### src/hw/rtl/qpd_pkg.sv
// shared types, constants and sine table builder for the quadratic phase dechirp block
package qpd_pkg;

	// data path widths
	localparam int SAMPLE_BITS     = 16;
	localparam int PHASE_BITS      = 32;
	localparam int TABLE_ADDR_BITS = 10;
	localparam int CFG_BITS        = 32;

	// derived sizes
	localparam int FRAC_BITS   = SAMPLE_BITS - 1;
	localparam int TAB_N       = 1 << TABLE_ADDR_BITS;
	localparam int PHASE_SHIFT = PHASE_BITS - 2 - TABLE_ADDR_BITS;
	localparam int K_SHL       = (PHASE_BITS >= CFG_BITS) ? PHASE_BITS - CFG_BITS : 0;
	localparam int K_SHR       = (PHASE_BITS < CFG_BITS) ? CFG_BITS - PHASE_BITS : 0;

	// phase state memory
	localparam int STATE_DEPTH = 1;
	localparam int STATE_AW    = (STATE_DEPTH > 1) ? $clog2(STATE_DEPTH) : 1;

	// quarter cycle in radians, Q30
	localparam logic [63:0] QUARTER_PI2_Q30 = 64'd1686629713;

	// unity magnitude of the table
	localparam logic signed [SAMPLE_BITS:0] ONE = (SAMPLE_BITS + 1)'(1 << FRAC_BITS);

	typedef logic [SAMPLE_BITS-1:0] sin_tab_t [TAB_N+1];

	// phase recurrence state: k*n*n and k*(2n+1)
	typedef struct packed {
		logic [PHASE_BITS-1:0] acc;
		logic [PHASE_BITS-1:0] incr;
	} qpd_state_t;

	// table lookup stage payload
	typedef struct packed {
		logic signed [SAMPLE_BITS-1:0] re;
		logic signed [SAMPLE_BITS-1:0] im;
		logic                          bypass;
		logic [1:0]                    quad;
		logic [TABLE_ADDR_BITS-1:0]    addr;
	} qpd_s1_t;

	// mixer stage payload
	typedef struct packed {
		logic signed [SAMPLE_BITS-1:0] re;
		logic signed [SAMPLE_BITS-1:0] im;
		logic                          bypass;
		logic signed [SAMPLE_BITS:0]   cos_val;
		logic signed [SAMPLE_BITS:0]   sin_val;
	} qpd_s2_t;

	// quarter-wave sine magnitudes, taylor series in Q30, evaluated at elaboration
	function automatic sin_tab_t build_sin_tab();
		sin_tab_t           tab;
		logic [63:0]        x;
		logic [63:0]        t;
		logic [63:0]        v;
		logic [63:0]        one;
		logic signed [63:0] sum;
		int                 i;
		int                 k;
		one = 64'd1 << FRAC_BITS;
		for (i = 0; i <= TAB_N; i++) begin
			x   = (QUARTER_PI2_Q30 * 64'(i)) >> TABLE_ADDR_BITS;
			t   = x;
			sum = signed'(x);
			for (k = 1; k <= 7; k++) begin
				t = (t * x) >> 30;
				t = (t * x) >> 30;
				t = t / 64'((2 * k) * (2 * k + 1));
				if (k[0])
					sum = sum - signed'(t);
				else
					sum = sum + signed'(t);
			end
			if (sum < 0)
				sum = 64'sd0;
			v = ((64'(sum) << FRAC_BITS) + (64'd1 << 29)) >> 30;
			if (v > one)
				v = one;
			tab[i] = v[SAMPLE_BITS-1:0];
		end
		return tab;
	endfunction

endpackage

### src/hw/rtl/qpd_ram.sv
// generic single-write, single-read ram with registered read data
module qpd_ram #(
	parameter int WIDTH = 8,
	parameter int DEPTH = 2
) (
	input  logic                                       clk,
	input  logic                                       we,
	input  logic [((DEPTH > 1) ? $clog2(DEPTH) : 1)-1:0] waddr,
	input  logic [WIDTH-1:0]                           wdata,
	input  logic [((DEPTH > 1) ? $clog2(DEPTH) : 1)-1:0] raddr,
	output logic [WIDTH-1:0]                           rdata
);

	localparam int AW = (DEPTH > 1) ? $clog2(DEPTH) : 1;

	logic [WIDTH-1:0] mem [1 << AW];

	// write port and read-first registered read port
	always_ff @(posedge clk) begin
		if (we)
			mem[waddr] <= wdata;
		rdata <= mem[raddr];
	end

endmodule

### src/hw/rtl/qpd_phase.sv
// input stage: phase recurrence held in the state ram, table address generation
module qpd_phase import qpd_pkg::*; (
	input  logic                          clk,
	input  logic                          arst_n,
	input  logic                          in_valid,
	output logic                          in_ready,
	input  logic signed [SAMPLE_BITS-1:0] sample_re,
	input  logic signed [SAMPLE_BITS-1:0] sample_im,
	input  logic                          first,
	input  logic [PHASE_BITS-1:0]         step,
	input  logic                          bypass,
	output logic                          s1_valid,
	input  logic                          s1_ready,
	output qpd_s1_t                       s1
);

	localparam logic [PHASE_BITS-1:0] RND = PHASE_BITS'((PHASE_SHIFT > 0) ?
		(64'd1 << ((PHASE_SHIFT > 0) ? PHASE_SHIFT - 1 : 0)) : 64'd0);
	localparam logic [STATE_AW-1:0] STATE_ADDR = '0;

	qpd_state_t                   rd_data;
	qpd_state_t                   cur;
	qpd_state_t                   nxt;
	qpd_state_t                   last_q;
	logic                         wrote_q;
	logic                         init_q;
	logic                         fire;
	logic [PHASE_BITS-1:0]        acc0;
	logic [PHASE_BITS-1:0]        incr0;
	logic [PHASE_BITS-1:0]        rnd_phase;
	logic [TABLE_ADDR_BITS+1:0]   idx;
	logic                         valid_s1;
	qpd_s1_t                      pipe_s1;

	assign in_ready = !valid_s1 || s1_ready;
	assign fire     = in_valid && in_ready;

	// state memory, one entry, rewritten on every accepted beat
	qpd_ram #(
		.WIDTH(2 * PHASE_BITS),
		.DEPTH(STATE_DEPTH)
	) u_state (
		.clk   (clk),
		.we    (fire),
		.waddr (STATE_ADDR),
		.wdata (nxt),
		.raddr (STATE_ADDR),
		.rdata (rd_data)
	);

	// forward the last write, zero state until the first write
	always_comb begin
		if (wrote_q)
			cur = last_q;
		else if (init_q)
			cur = rd_data;
		else
			cur = '0;
	end

	// recurrence update and rounded table index
	always_comb begin
		acc0      = first ? '0 : cur.acc;
		incr0     = first ? step : cur.incr;
		nxt.acc   = acc0 + incr0;
		nxt.incr  = incr0 + {step[PHASE_BITS-2:0], 1'b0};
		rnd_phase = acc0 + RND;
		idx       = rnd_phase[PHASE_BITS-1:PHASE_SHIFT];
	end

	// control registers
	always_ff @(posedge clk or negedge arst_n) begin
		if (!arst_n) begin
			wrote_q  <= 1'b0;
			init_q   <= 1'b0;
			valid_s1 <= 1'b0;
		end else begin
			wrote_q <= fire;
			if (fire)
				init_q <= 1'b1;
			if (in_ready)
				valid_s1 <= in_valid;
		end
	end

	// forwarding copy and stage payload
	always_ff @(posedge clk) begin
		if (fire) begin
			last_q         <= nxt;
			pipe_s1.re     <= sample_re;
			pipe_s1.im     <= sample_im;
			pipe_s1.bypass <= bypass;
			pipe_s1.quad   <= idx[TABLE_ADDR_BITS+1:TABLE_ADDR_BITS];
			pipe_s1.addr   <= idx[TABLE_ADDR_BITS-1:0];
		end
	end

	assign s1_valid = valid_s1;
	assign s1       = pipe_s1;

endmodule

### config.mk
export PLATFORM = sky130hd
export DESIGN_NAME = qpd_phase
export DESIGN_NICKNAME = d
export VERILOG_FILES = /design/src/hw/rtl/qpd_pkg.sv /design/src/hw/rtl/qpd_ram.sv /design/src/hw/rtl/qpd_phase.sv
export SDC_FILE = /design/constraint.sdc
export NUM_CORES = 1
export LEC_CHECK = 0
export BUFFER_PORTS_ARGS = -buffer_cell sky130_fd_sc_hd__buf_2
export CAP_MARGIN = 20
export CORE_ASPECT_RATIO = 0.7
export CORE_MARGIN = 2
export CORE_UTILIZATION = 60
export CTS_CLUSTER_SIZE = 30
export DETAILED_ROUTE_END_ITERATION = 16
export HOLD_SLACK_MARGIN = 0.12
export PLACE_DENSITY = 0.82
export SLEW_MARGIN = 20
export SYNTH_ARGS = -nofsm -noshare
export SYNTH_HDL_FRONTEND = slang
export SYNTH_SLANG_ARGS = --single-unit
### constraint.sdc
create_clock -name clk -period 9.7 [get_ports clk]
set_clock_uncertainty 0.1 [all_clocks]
set_input_delay 2.425 -clock clk [delete_from_list [all_inputs] [get_ports clk]]
set_output_delay 2.425 -clock clk [all_outputs]
set_load 0.01 [all_outputs]
### Word-level counts from Yosys, hierarchy flattened

Memory sizes are Yosys's and may differ from the RTL's. A register that Yosys moved wholly into a read port is not among the register bits.
Index checks and enable logic that the tools add are counted.

| word-level totals | value |
|---|---|
| ROM bits | 0 |
| bits of input ports | 70 |
| RAM bits | 128 |
| memories kept | 1 |
| logic and storage cells | 23 |
| latch bits | 0 |
| register bits after elaboration | 112 |

| cells by class | value |
|---|---|
| add/sub/neg operators | 3 |
| div/mod/pow operators | 0 |
| reductions and logical operators | 3 |
| muxes and demuxes | 6 |
| $lt $le $gt $ge | 0 |
| bitwise operators | 0 |
| equal/unequal tests | 0 |
| shifts and indexed selects | 0 |
| multipliers | 0 |

Memory list:

| memory | depth | width | read ports | clocked after Yosys merged registers in | write ports | RTL line | RTL |
|---|---|---|---|---|---|---|---|
| u_state.mem | 2 | 64 | 1 | 1 | 1 | qpd_ram.sv:16 | `logic [WIDTH-1:0] mem [1 << AW];` |

Operators by type and width:

| cell | count |
|---|---|
| two-way mux 64 bit | 2 |
| adder 32 bit | 2 |
| two-way mux 32 bit | 2 |
| adder 32 x 20 -> 32 bit (second input constant) | 1 |
| two-way mux 1 bit | 2 |
| logical AND 1 bit | 1 |
| logical NOT 1 bit | 1 |
| logical OR 1 bit | 1 |

### Depth between registers and ports, before layout

| depth | value |
|---|---|
| depth after elaboration | 5 |
| gate-level depth with buffers | 17 |

### Hierarchy

Synthesis repeated with hierarchy kept, for this count alone.

| second synthesis, totals | value |
|---|---|
| cells, all modules | 1063 |
| area, all modules | 14081.0 um^2 |

By module, submodules not included:

| module | times used | cells an instance | area an instance (um^2) |
|---|---|---|---|
| qpd_phase | 1 | 798 | 7866.3 |
| qpd_ram | 1 | 265 | 6214.7 |

### Least setup slack after synthesis

Ideal clock, no wire load.

| timing | value |
|---|---|
| path kind | input -> register |
| from | in first |
| to | reg last_q[29] (netlist bit) (data pin) |
| path slack | 3.841 ns |
| arrival time | 5.501 ns |
| stages | 16 |
| buffers on the path | 3 |
| cell sequence | clkbuf_1 -> buf_1 -> clkbuf_1 -> a221oi_1 -> a21oi_1 -> ha_1 -> inv_1 -> fa_1 -> nor2b_1 -> o21ai_1 -> nand2b_1 -> a211oi_2 -> o31ai_1 -> a221o_1 -> a31oi_1 -> xnor2_1 |

RTL lines:

| what | RTL line | RTL |
|---|---|---|
| start: declaration | qpd_phase.sv:9 | `input logic first,` |
| end signal: assignment | qpd_phase.sv:89 | `last_q <= nxt;` |
| end: declaration | qpd_phase.sv:24 | `qpd_state_t last_q;` |

==> results.cfg <==
[finish]
nets = 1060
fill_cells = 1080
seqCellArea_um2 = 4630
multi_input_area_um2 = 4110
area_growth_pct = 14.3
n_antenna_cell = 0
drive_gt1_frac = 0.177
final_core_util = 0.698

[sta]
setup_viol = 0
hold_violations = 0
period_needed_ps = 6020
fmax_mhz = 166
setup-tns-final_ps = 0
rsz0062_at_grt = false
fin_crit_sh = 0.621
slew_headroom = 0.413
timing.final.ws_setup_ps = 3680
maxSlewViolCount = 0
worstMarginPinSlew_ps = 881

[yosys]
dominantRegCellSynth = edfxtp_1
synth_top_area_frac = 0.366
syn_nets = 959
async_flop_share = 0.0170
synthDistinctLibCells = 62
netlist_instances = 822
synthTopCellsByArea = edfxtp_1, dfxtp_1, ha_1, a22oi_1, xnor2_1
ys_seq_area_frac = 0.518
synth_largest_area_cell = edfxtp_1
syn-cell-area_um2 = 8940
synth_edf_count = 109
syn_area_per_cell_um2 = 10.9
synth-warning-count = 0
ys_ff_latch = 176

[clock_network]
path_clk_slew_ps = 60
cts_root_buf = clkbuf_16
cts.sinks = 176
cts_setup_buffers = 0
ctsHoldBuffers = 0
ctsResizeCount = 0
cts_inserted_buffers = 17
clockBufferDepth = 2
cts_tree = built
cts_htree_levels = 4
worstSkewPairLatency_ps = 420

[critical_path]
worstPathCellList = buf_2 -> buf_4 -> o21ai_0 -> ha_1 -> a21o_1 -> a211oi_1 -> o31ai_1 -> a211oi_1 -> o31ai_1 -> xor2_1
crit_path_top_delay_cell = buf_4
cpPeakStageDelay_ps = 640
critPathTopFamily = compound AO/OA/AOI/OAI gates
path_class = in -> reg
cp.buffers_inverters = 2
crit_required_ps = 9760
endpoint_kind = flip-flop
path_max_fanout = 64
cp.arrival_ps = 6080
reg2reg_slack_ps = 4990
crit_cells = 10
worstRegToRegCells = 12
start_kind = input port

[grt]
grt_pass1_vias = 6334
antenna_found_initial = 0
grt_pass1_wl_um = 32300
grt.total_usage = 0.261
overflow = 0
grt_max_degree = 68

[pwr]
vdd_ir_drop_max_v = 0.000129
power_density_nw_per_um2 = 212
power_leakage_nw = 4.40

[routing]
drcViolationCount = 0
ant_nets = 0
via_count = 6820
avgViaCountPerCell = 6.03
finalWirelength_um = 20400
drtIter0Drc = 562
dr.pass1.iters = 5
wl_per_cell_um = 18.1

[placed_design]
dp_slack_ps = 3330
hpwl_um = 14400
finalWeightedCongestion = 0.937
numPortBuffers = 116

[hold_path]
min_delay_path_depth = 0
min-delay-path-class = reg -> reg

[floorplan]
fp.dieW_um = 150
start_util = 0.611
fp.dieH_um = 106
core_area_um2 = 14600
rows = 37
ioPinCount = 117
die_area_um2 = 15900

[run_status]
outcome = complete, no violations

[run]
max_cap_viol_count = 0
[kinds of logic (layout without fill, tap and decap cells)]
family	Yosys count	after routing	share of synthesized area
xor+xnor	67	67	0.0657
buf+inv	55	169	0.0234
simple gates	193	193	0.0996
flops	176	176	0.518
fa+ha+maj	67	67	0.0955
mux	3	3	0.00364
compound gates	261	261	0.194
[layout make-up]
type | count | area share
clock inverter | 14 | 0.0129
inverter | 17 | 0.00625
sequential | 176 | 0.453
tap | 195 | 0.0239
clock buffer | 18 | 0.0420
multi-input combinational | 591 | 0.402
timing repair buffer | 120 | 0.0598
[cell usage after synthesis, types with 3 or more instances]
cell        n
edfxtp_1  109
nand2_1    71
ha_1       65
dfxtp_1    64
a22oi_1    59
nor2_1     57
a21oi_1    53
o21ai_0    53
xnor2_1    39
a21o_1     29
clkbuf_1   29
xor2_1     28
inv_1      17
nand3_1    12
a31oi_1     8
nand4_1     8
o21ai_1     8
and3_1      7
buf_1       7
o21bai_1    7
nand3b_1    6
o31ai_1     6
and2_1      5
nand2b_1    5
nor2b_1     5
a221oi_1    4
nor3_1      4
o21a_1      4
or3_1       4
a211oi_1    3
a21boi_0    3
a41o_1      3
and4_1      3
dfrtp_1     3
[flip-flops by register name, summed over array words and instances, names as in the netlist]
name	count
init_q	1
u_state.mem	2
wrote_q	1
s1	45
s1_valid	1
u_state.rdata	64
last_q	62
[routing by layer]
metal,up-vias,wire (um),track usage,part of all wire
met5,-,0,0,0
met4,0,186,0.0539,0.0091
met2,324,8490,0.368,0.42
met3,19,2060,0.0670,0.10
met1,3208,9710,0.405,0.47
li1,3269,-,-,-
[power by group]
part,switching [mW],internal [mW]
registers,0.0370,0.931
logic,0.328,0.215
clock network,0.293,0.358
total,0.658,1.50
[per-stage QoR]
step                instance area [um^2]  hold WS (ps)  std cells  total power [mW]
floorplan                           8940           248        822              1.37
global placement                    9660           250       1099              1.50
detailed placement                  9660           255       1099              1.51
CTS                                10200           267       1131              2.16
global route                       10200           277       1131              2.27
finish                             10200           266       1131              2.16
[layout by cell type (no fill, tap or decap), types with 8 or more instances in the layout]
cell type  synthesis  layout
nand3_1           12      12
nand2_1           71      71
nor2_1            57      57
a31oi_1            8       8
nand4_1            8       8
a22oi_1           59      59
edfxtp_1         109     109
o21ai_1            8       8
ha_1              65      65
o21ai_0           53      53
xnor2_1           39      39
inv_1             17      17
clkbuf_16          0      17
a21o_1            29      29
buf_2              2     116
xor2_1            28      28
a21oi_1           53      53
dfxtp_1           64      64
[path summary, 6_finish.rpt]
path / from / to
worst max-delay path: first / last_q[60]$_DFFE_PP_
worst min-delay path: last_q[51]$_DFFE_PP_ / u_state.rdata[51]$_DFF_P_
worst max register to register: init_q$_DFFE_PN0P_ / last_q[29]$_DFFE_PP_
worst min register to register: last_q[51]$_DFFE_PP_ / u_state.rdata[51]$_DFF_P_
max in group asynchronous: arst_n / wrote_q$_DFF_PN0_
min in group asynchronous: arst_n / init_q$_DFFE_PN0P_
Power figures use the tool's default switching activity.
