**config.mk**
```make
export PLATFORM = sky130hd
export DESIGN_NAME = qpd_mix
export DESIGN_NICKNAME = d
export VERILOG_FILES = /design/src/hw/rtl/qpd_pkg.sv /design/src/hw/rtl/qpd_mix.sv
export SDC_FILE = /design/constraint.sdc
export NUM_CORES = 2
export LEC_CHECK = 0
export ABC_CLOCK_PERIOD_IN_PS = 8750
export BUFFER_PORTS_ARGS = -buffer_cell sky130_fd_sc_hd__clkbuf_2
export CORE_MARGIN = 5
export CORE_UTILIZATION = 50
export CTS_CLUSTER_DIAMETER = 200
export DETAILED_ROUTE_END_ITERATION = 8
export PLACE_DENSITY = 0.66
export SETUP_SLACK_MARGIN = 0.02
export SLEW_MARGIN = 20
export SYNTH_ARGS = -nofsm -noshare
export SYNTH_HDL_FRONTEND = slang
export SYNTH_SLANG_ARGS = --single-unit
```
**constraint.sdc**
```tcl
create_clock -name clk -period 8.75 [get_ports clk]
set_input_delay 1.75 -clock clk [delete_from_list [all_inputs] [get_ports clk]]
set_output_delay 1.75 -clock clk [all_outputs]
set_load 0.005 [all_outputs]
```
**src/hw/rtl/qpd_pkg.sv**
```systemverilog
// shared types, constants and sine table builder for the quadratic phase dechirp block
package qpd_pkg;

	// data path widths
	localparam int SAMPLE_BITS     = 16;
	localparam int PHASE_BITS      = 32;
	localparam int TABLE_ADDR_BITS = 10;
	localparam int CFG_BITS        = 32;

	// derived sizes
	localparam int FRAC_BITS   = SAMPLE_BITS - 1;
	localparam int TAB_N       = 1 << TABLE_ADDR_BITS;
	localparam int PHASE_SHIFT = PHASE_BITS - 2 - TABLE_ADDR_BITS;
	localparam int K_SHL       = (PHASE_BITS >= CFG_BITS) ? PHASE_BITS - CFG_BITS : 0;
	localparam int K_SHR       = (PHASE_BITS < CFG_BITS) ? CFG_BITS - PHASE_BITS : 0;

	// phase state memory
	localparam int STATE_DEPTH = 1;
	localparam int STATE_AW    = (STATE_DEPTH > 1) ? $clog2(STATE_DEPTH) : 1;

	// quarter cycle in radians, Q30
	localparam logic [63:0] QUARTER_PI2_Q30 = 64'd1686629713;

	// unity magnitude of the table
	localparam logic signed [SAMPLE_BITS:0] ONE = (SAMPLE_BITS + 1)'(1 << FRAC_BITS);

	typedef logic [SAMPLE_BITS-1:0] sin_tab_t [TAB_N+1];

	// phase recurrence state: k*n*n and k*(2n+1)
	typedef struct packed {
		logic [PHASE_BITS-1:0] acc;
		logic [PHASE_BITS-1:0] incr;
	} qpd_state_t;

	// table lookup stage payload
	typedef struct packed {
		logic signed [SAMPLE_BITS-1:0] re;
		logic signed [SAMPLE_BITS-1:0] im;
		logic                          bypass;
		logic [1:0]                    quad;
		logic [TABLE_ADDR_BITS-1:0]    addr;
	} qpd_s1_t;

	// mixer stage payload
	typedef struct packed {
		logic signed [SAMPLE_BITS-1:0] re;
		logic signed [SAMPLE_BITS-1:0] im;
		logic                          bypass;
		logic signed [SAMPLE_BITS:0]   cos_val;
		logic signed [SAMPLE_BITS:0]   sin_val;
	} qpd_s2_t;

	// quarter-wave sine magnitudes, taylor series in Q30, evaluated at elaboration
	function automatic sin_tab_t build_sin_tab();
		sin_tab_t           tab;
		logic [63:0]        x;
		logic [63:0]        t;
		logic [63:0]        v;
		logic [63:0]        one;
		logic signed [63:0] sum;
		int                 i;
		int                 k;
		one = 64'd1 << FRAC_BITS;
		for (i = 0; i <= TAB_N; i++) begin
			x   = (QUARTER_PI2_Q30 * 64'(i)) >> TABLE_ADDR_BITS;
			t   = x;
			sum = signed'(x);
			for (k = 1; k <= 7; k++) begin
				t = (t * x) >> 30;
				t = (t * x) >> 30;
				t = t / 64'((2 * k) * (2 * k + 1));
				if (k[0])
					sum = sum - signed'(t);
				else
					sum = sum + signed'(t);
			end
			if (sum < 0)
				sum = 64'sd0;
			v = ((64'(sum) << FRAC_BITS) + (64'd1 << 29)) >> 30;
			if (v > one)
				v = one;
			tab[i] = v[SAMPLE_BITS-1:0];
		end
		return tab;
	endfunction

endpackage

```
**src/hw/rtl/qpd_mix.sv**
```systemverilog
// complex multiply, rounding, saturation and output register
module qpd_mix import qpd_pkg::*; (
	input  logic                        clk,
	input  logic                        arst_n,
	input  logic                        s2_valid,
	output logic                        s2_ready,
	input  qpd_s2_t                     s2,
	output logic                        out_valid,
	input  logic                        out_ready,
	output logic signed [SAMPLE_BITS:0] out_re,
	output logic signed [SAMPLE_BITS:0] out_im
);

	localparam int PW = 2 * SAMPLE_BITS + 1;
	localparam int SW = PW + 1;
	localparam int RW = SW - FRAC_BITS;
	localparam logic signed [SW-1:0] RND  = SW'(64'sd1 << (FRAC_BITS - 1));
	localparam logic signed [RW-1:0] MAXV = RW'((64'sd1 << SAMPLE_BITS) - 64'sd1);
	localparam logic signed [RW-1:0] MINV = RW'(-(64'sd1 << SAMPLE_BITS));

	logic signed [PW-1:0]          p_rc_s3;
	logic signed [PW-1:0]          p_is_s3;
	logic signed [PW-1:0]          p_rs_s3;
	logic signed [PW-1:0]          p_ic_s3;
	logic signed [SAMPLE_BITS-1:0] re_s3;
	logic signed [SAMPLE_BITS-1:0] im_s3;
	logic                          bypass_s3;
	logic                          valid_s3;
	logic                          out_free;
	logic signed [SW-1:0]          sum_re;
	logic signed [SW-1:0]          sum_im;
	logic signed [SAMPLE_BITS:0]   res_re;
	logic signed [SAMPLE_BITS:0]   res_im;
	logic                          out_valid_q;
	logic signed [SAMPLE_BITS:0]   out_re_q;
	logic signed [SAMPLE_BITS:0]   out_im_q;

	// round half up to the sample fraction and clamp to the output range
	function automatic logic signed [SAMPLE_BITS:0] round_sat(input logic signed [SW-1:0] acc);
		logic signed [SW-1:0] r;
		logic signed [RW-1:0] q;
		r = acc + RND;
		q = r[SW-1:FRAC_BITS];
		if (q > MAXV)
			q = MAXV;
		else if (q < MINV)
			q = MINV;
		return (SAMPLE_BITS + 1)'(q);
	endfunction

	assign out_free = !out_valid_q || out_ready;
	assign s2_ready = !valid_s3 || out_free;

	// stage and output valids
	always_ff @(posedge clk or negedge arst_n) begin
		if (!arst_n) begin
			valid_s3    <= 1'b0;
			out_valid_q <= 1'b0;
		end else begin
			if (s2_ready)
				valid_s3 <= s2_valid;
			if (out_free)
				out_valid_q <= valid_s3;
		end
	end

	// four partial products
	always_ff @(posedge clk) begin
		if (s2_valid && s2_ready) begin
			p_rc_s3   <= s2.re * s2.cos_val;
			p_is_s3   <= s2.im * s2.sin_val;
			p_rs_s3   <= s2.re * s2.sin_val;
			p_ic_s3   <= s2.im * s2.cos_val;
			re_s3     <= s2.re;
			im_s3     <= s2.im;
			bypass_s3 <= s2.bypass;
		end
	end

	// sums and result selection
	always_comb begin
		sum_re = {p_rc_s3[PW-1], p_rc_s3} - {p_is_s3[PW-1], p_is_s3};
		sum_im = {p_rs_s3[PW-1], p_rs_s3} + {p_ic_s3[PW-1], p_ic_s3};
		if (bypass_s3) begin
			res_re = {re_s3[SAMPLE_BITS-1], re_s3};
			res_im = {im_s3[SAMPLE_BITS-1], im_s3};
		end else begin
			res_re = round_sat(sum_re);
			res_im = round_sat(sum_im);
		end
	end

	// output register
	always_ff @(posedge clk) begin
		if (valid_s3 && out_free) begin
			out_re_q <= res_re;
			out_im_q <= res_im;
		end
	end

	assign out_valid = out_valid_q;
	assign out_re    = out_re_q;
	assign out_im    = out_im_q;

endmodule

```
## After elaboration in Yosys (flattened, before gate mapping)

Cells that the tools add are included.

- Register bits after elaboration: 201
- Input bits: 71
- Output and inout bits: 36
- Logic and storage cells: 35

- $add $sub $neg: 4
- Multiply operators: 4
- $lt $le $gt $ge: 4
- Multiplexer cells: 6
- Reduce and logical (&&, ||, !) cells: 6

Operators by type and width:

| operator | count |
|---|---|
| 16-bit by 17-bit multiplier with 33-bit output | 4 |
| 17-bit 2-to-1 mux | 6 |
| 34-bit by 16-bit adder with 34-bit output (second input constant) | 2 |
| 19-bit by 17-bit > comparator with 1-bit output (second input constant) | 2 |
| 19-bit by 17-bit less-than comparator with 1-bit output (second input constant) | 2 |
| 33-bit by 33-bit adder with 34-bit output | 1 |
| 33-bit by 33-bit subtractor with 34-bit output | 1 |
| 1-bit logical AND | 2 |
| 1-bit logical NOT | 2 |
| 1-bit logical OR | 2 |

## Longest topological paths before layout

- Word-level depth: 6
- Gate-level depth with buffers: 24

## Worst setup path before layout

No wires, ideal clock.

- Kind: input to register
- Start point: input s2[42] (netlist name)
- End point: register p_is_s3[30] (data pin)
- Arrival: 7,507 ps
- Data required time: 8,486 ps
- Path slack: 979 ps
- Stages: 24
- Buffers on the path: 2
- Cells stage by stage: clkbuf_1 clkbuf_1 nand2_1 fa_1 inv_1 fa_1 inv_1 fa_1 inv_1 fa_1 fa_1 inv_1 fa_1 inv_1 ha_1 and3_1 a221oi_1 o21ai_0 a31o_2 a221oi_4 o31ai_1 a21oi_2 o21ai_1 xor2_1

- Cells in the longest elaborated chain, start to end: 1

Ends and longest elaborated chain:

| element | RTL line | text |
|---|---|---|
| from (decl) | qpd_mix.sv:7 | `input qpd_s2_t s2,` |
| 16-bit by 17-bit multiplier with 33-bit output | qpd_mix.sv:71 | `p_is_s3 <= s2.im * s2.sin_val;` |
| to (signal assigned) | qpd_mix.sv:71 |  |
| to (decl) | qpd_mix.sv:22 | `logic signed [PW-1:0] p_is_s3;` |

No other way between the ends.
A chain may end at the register's enable or synchronous reset.

## Final worst setup path

- Start point: input s2[55] (netlist name)
- End point: register p_rc_s3[31] (data pin)

- Cells in the longest elaborated chain, start to end: 1

Ends and longest elaborated chain:

| element | RTL line | text |
|---|---|---|
| 16-bit by 17-bit multiplier with 33-bit output | qpd_mix.sv:70 | `p_rc_s3 <= s2.re * s2.cos_val;` |
| to (signal assigned) | qpd_mix.sv:70 |  |
| to (decl) | qpd_mix.sv:21 | `logic signed [PW-1:0] p_rc_s3;` |

No other way between the ends.

==> impl_metrics.env <==
export IMPL_status="completed"
export IMPL_worst_pin_slew_ns=1.37
export IMPL_hold_viol=0
export IMPL_yosys_warnings=0
export IMPL_final_period_utilization_pct=92.5
export IMPL_grt_max_degree=166
export IMPL_cts_inserted_buffers=29
export IMPL_r2r_end="out_im[9]$_DFFE_PP_"
export IMPL_cts_root_buffer="clkbuf_16"
export IMPL_rows=117
export IMPL_fp_dieW_um=331
export IMPL_skew_ns=0.0113
export IMPL_async_reset_ff_share_pct=0.995
export IMPL_area_growth_pct=6.88
export IMPL_fin_util_pct=53.9
export IMPL_max_stage_delay_ns=0.82
export IMPL_gp_congestion=0.895
export IMPL_required_ns=9.09
export IMPL_drt_pass1_iter_count=7
export IMPL_dpl_cell_area_um2=54000
export IMPL_max_cap_violations=0
export IMPL_grt_overflow=0
export IMPL_synth_edff_count=199
export IMPL_rr_worst_depth=11
export IMPL_port_buffers=106
export IMPL_finalMaxSlewViolations=0
export IMPL_first_global_vias=38100
export IMPL_crit_buf_inv=5
export IMPL_timing_rr_start="p_rs_s3[5]$_DFFE_PP_"
export IMPL_ctsResizeCount=0
export IMPL_cts_setup_buffers=0
export IMPL_grtUsageTotal_pct=24.1
export IMPL_synth_flop_cell="edfxtp_1"
export IMPL_final_cells=6767
export IMPL_hold_path_class="flip-flop to flip-flop"
export IMPL_grt_pass1_wl_mm=207
export IMPL_r2r_slack_ns=4.55
export IMPL_yosys_area_top_type="fa_1"
export IMPL_rsz0062_at_grt="no"
export IMPL_drc=0
export IMPL_numClockSinks=201
export IMPL_synth_area_um2=51500
export IMPL_cts_max_level=1
export IMPL_wire_per_inst_um=18.6
export IMPL_drive_gt1_share_pct=5.79
export IMPL_cp_start_kind="input pin"
export IMPL_post_synth_top_count_cell="inv_1"
export IMPL_synth_top_cell_area_share_pct=42.9
export IMPL_crit_family="adder cells"
export IMPL_worstPathCellList="clkbuf_2 -> buf_4 -> nand2_1 -> fa_1 -> inv_1 -> fa_1 -> fa_1 -> fa_1 -> fa_1 -> inv_1 -> fa_1 -> inv_1 -> ha_1 -> nand2_1 -> or3_1 -> nor2_1 -> o21ai_1 -> a31oi_1 -> a211o_1 -> a21oi_1 -> xnor2_1"
export IMPL_ys_seq_elements=201
export IMPL_drtAntennaViolNets=0
export IMPL_via_count=36100
export IMPL_cp_arrival_ns=8.44
export IMPL_nets=7007
export IMPL_fin_area_um2=55000
export IMPL_coreArea_um2=102000
export IMPL_worst_setup_path_end_kind="flip-flop"
export IMPL_syn_inst=5317
export IMPL_hold_buffers=0
export IMPL_setup_viol=0
export IMPL_min_from="valid_s3$_DFFE_PN0N_"
export IMPL_relSlewSlack_pct=8.59
export IMPL_max_freq_mhz=124
export IMPL_holdPathStages=1
export IMPL_antenna_found_initial=11
export IMPL_dp_cells=6707
export IMPL_clock_latency_ns=0.60
export IMPL_ios=107
export IMPL_synth_area_per_cell_um2=9.68
export IMPL_dieArea_um2=109000
export IMPL_start_util_pct=50.5
export IMPL_dpl_hpwl_mm=102
export IMPL_finalCriticalPeriod_ns=8.10
export IMPL_path_class="input pin to flip-flop"
export IMPL_crit_slowest_cell="fa_1"
export IMPL_yosys_top_cells_area="fa_1, edfxtp_1, ha_1"
export IMPL_synthTopCellsByCount="inv_1, fa_1, nand2_1, and2_1, ha_1"
export IMPL_cts_tree="yes"
export IMPL_drt_iter0_markers=2518
export IMPL_die_h_um=331
export IMPL_yosysUniqueCellTypes=81
export IMPL_holdPathEnd="out_valid$_DFFE_PN0P_"
export IMPL_ys_seq_area_share_pct=11.7
export IMPL_path_clk_slew_ns=0.06
export IMPL_synthesis_nets=6954
export IMPL_drt_wl_total_mm=126
export IMPL_clockBufferDepth=3
export IMPL_vias_per_cell=5.34
export IMPL_tns_ns=0
export IMPL_cp_common_cell="fa_1"
export IMPL_path_max_fanout=20
==> layer usage <==
layer	global-route usage (%)	vias up	wire, um
met3	3.62	207	9440
met1	34.4	18400	53500
met4	9.21	2	5750
met2	37.6	1174	57200
li1	-	16300	-
met5	0	-	13
==> layout make-up <==
class                      instances  area [um2]
timing repair buffer             235        1660
antenna                            7        17.5
tap                             1368        1710
sequential                       201        6030
multi-input combinational       3649       39900
fill                            9262       47000
clock inverter                    21         236
clock buffer                      32         737
inverter                        1254        4710
==> cells by family (layout without fill, tap and decap cells) <==
kind of cell	Yosys count	in the layout	synth area share, %
multiplexers	3	3	0.0583
flip-flops	201	201	11.7
AND/OR/NAND/NOR	1417	1417	13.8
other	0	7	0
XOR/XNOR	165	165	2.81
adder cells (fa/ha/maj)	1566	1566	54.2
buffers and inverters	1467	1542	10.7
AO/OA/AOI/OAI	498	498	6.71
==> worst reg2reg max path: stages, from the launching register on <==
cell and delay, ns:
edfxtp_1 0.41, ha_1 0.32, ha_1 0.30, a2111oi_0 0.40, inv_1 0.13, o21ai_1 0.35, o211ai_1 0.27, o21ai_2 0.46
mux2i_1 0.29, o211ai_1 0.15, a21oi_1 0.62, a221oi_1 0.19
==> stage by stage <==
step | hold WS, ns | worst slack (ns)
after CTS | 0.511 | 0.804
final | 0.509 | 0.653
after global routing | 0.541 | 0.415
after floorplan | 0.449 | 0.979
after detailed placement | 0.498 | 0.194
after global placement | 0.455 | 0.280
==> cells in the final DEF (no fill, tap or decap), types with 66 or more instances in the layout <==
cell type	count
fa_1	1104
nor2_1	141
edfxtp_1	199
o21ai_0	68
inv_1	1251
buf_4	116
clkbuf_2	106
nand2_1	559
a21oi_1	118
a21o_1	66
xnor2_1	117
ha_1	462
and2_1	529
==> flip-flops by register name (all words and copies together) (netlist names) <==
name,cells
re_s3,16
p_is_s3,33
out_re,17
out_im,17
p_rc_s3,33
p_rs_s3,33
p_ic_s3,33
bypass_s3,1
im_s3,16
out_valid,1
valid_s3,1
==> how the worst max path moves through the flow <==
stage	slack [ns]	from	cells past startpoint	to
final	0.65	s2[55]	21	p_rc_s3[31]$_DFFE_PP_
after global placement	0.28	s2[53]	21	p_rc_s3[31]$_DFFE_PP_
after floorplan	0.98	s2[42]	24	p_is_s3[30]$_DFFE_PP_
after CTS	0.80	s2[55]	21	p_rc_s3[31]$_DFFE_PP_
after detailed placement	0.19	s2[53]	21	p_rc_s3[31]$_DFFE_PP_
after global routing	0.42	s2[53]	21	p_rc_s3[31]$_DFFE_PP_
Power is not shown: default switching activity piles up to over one toggle a cycle in this logic, so the estimate is an artifact.
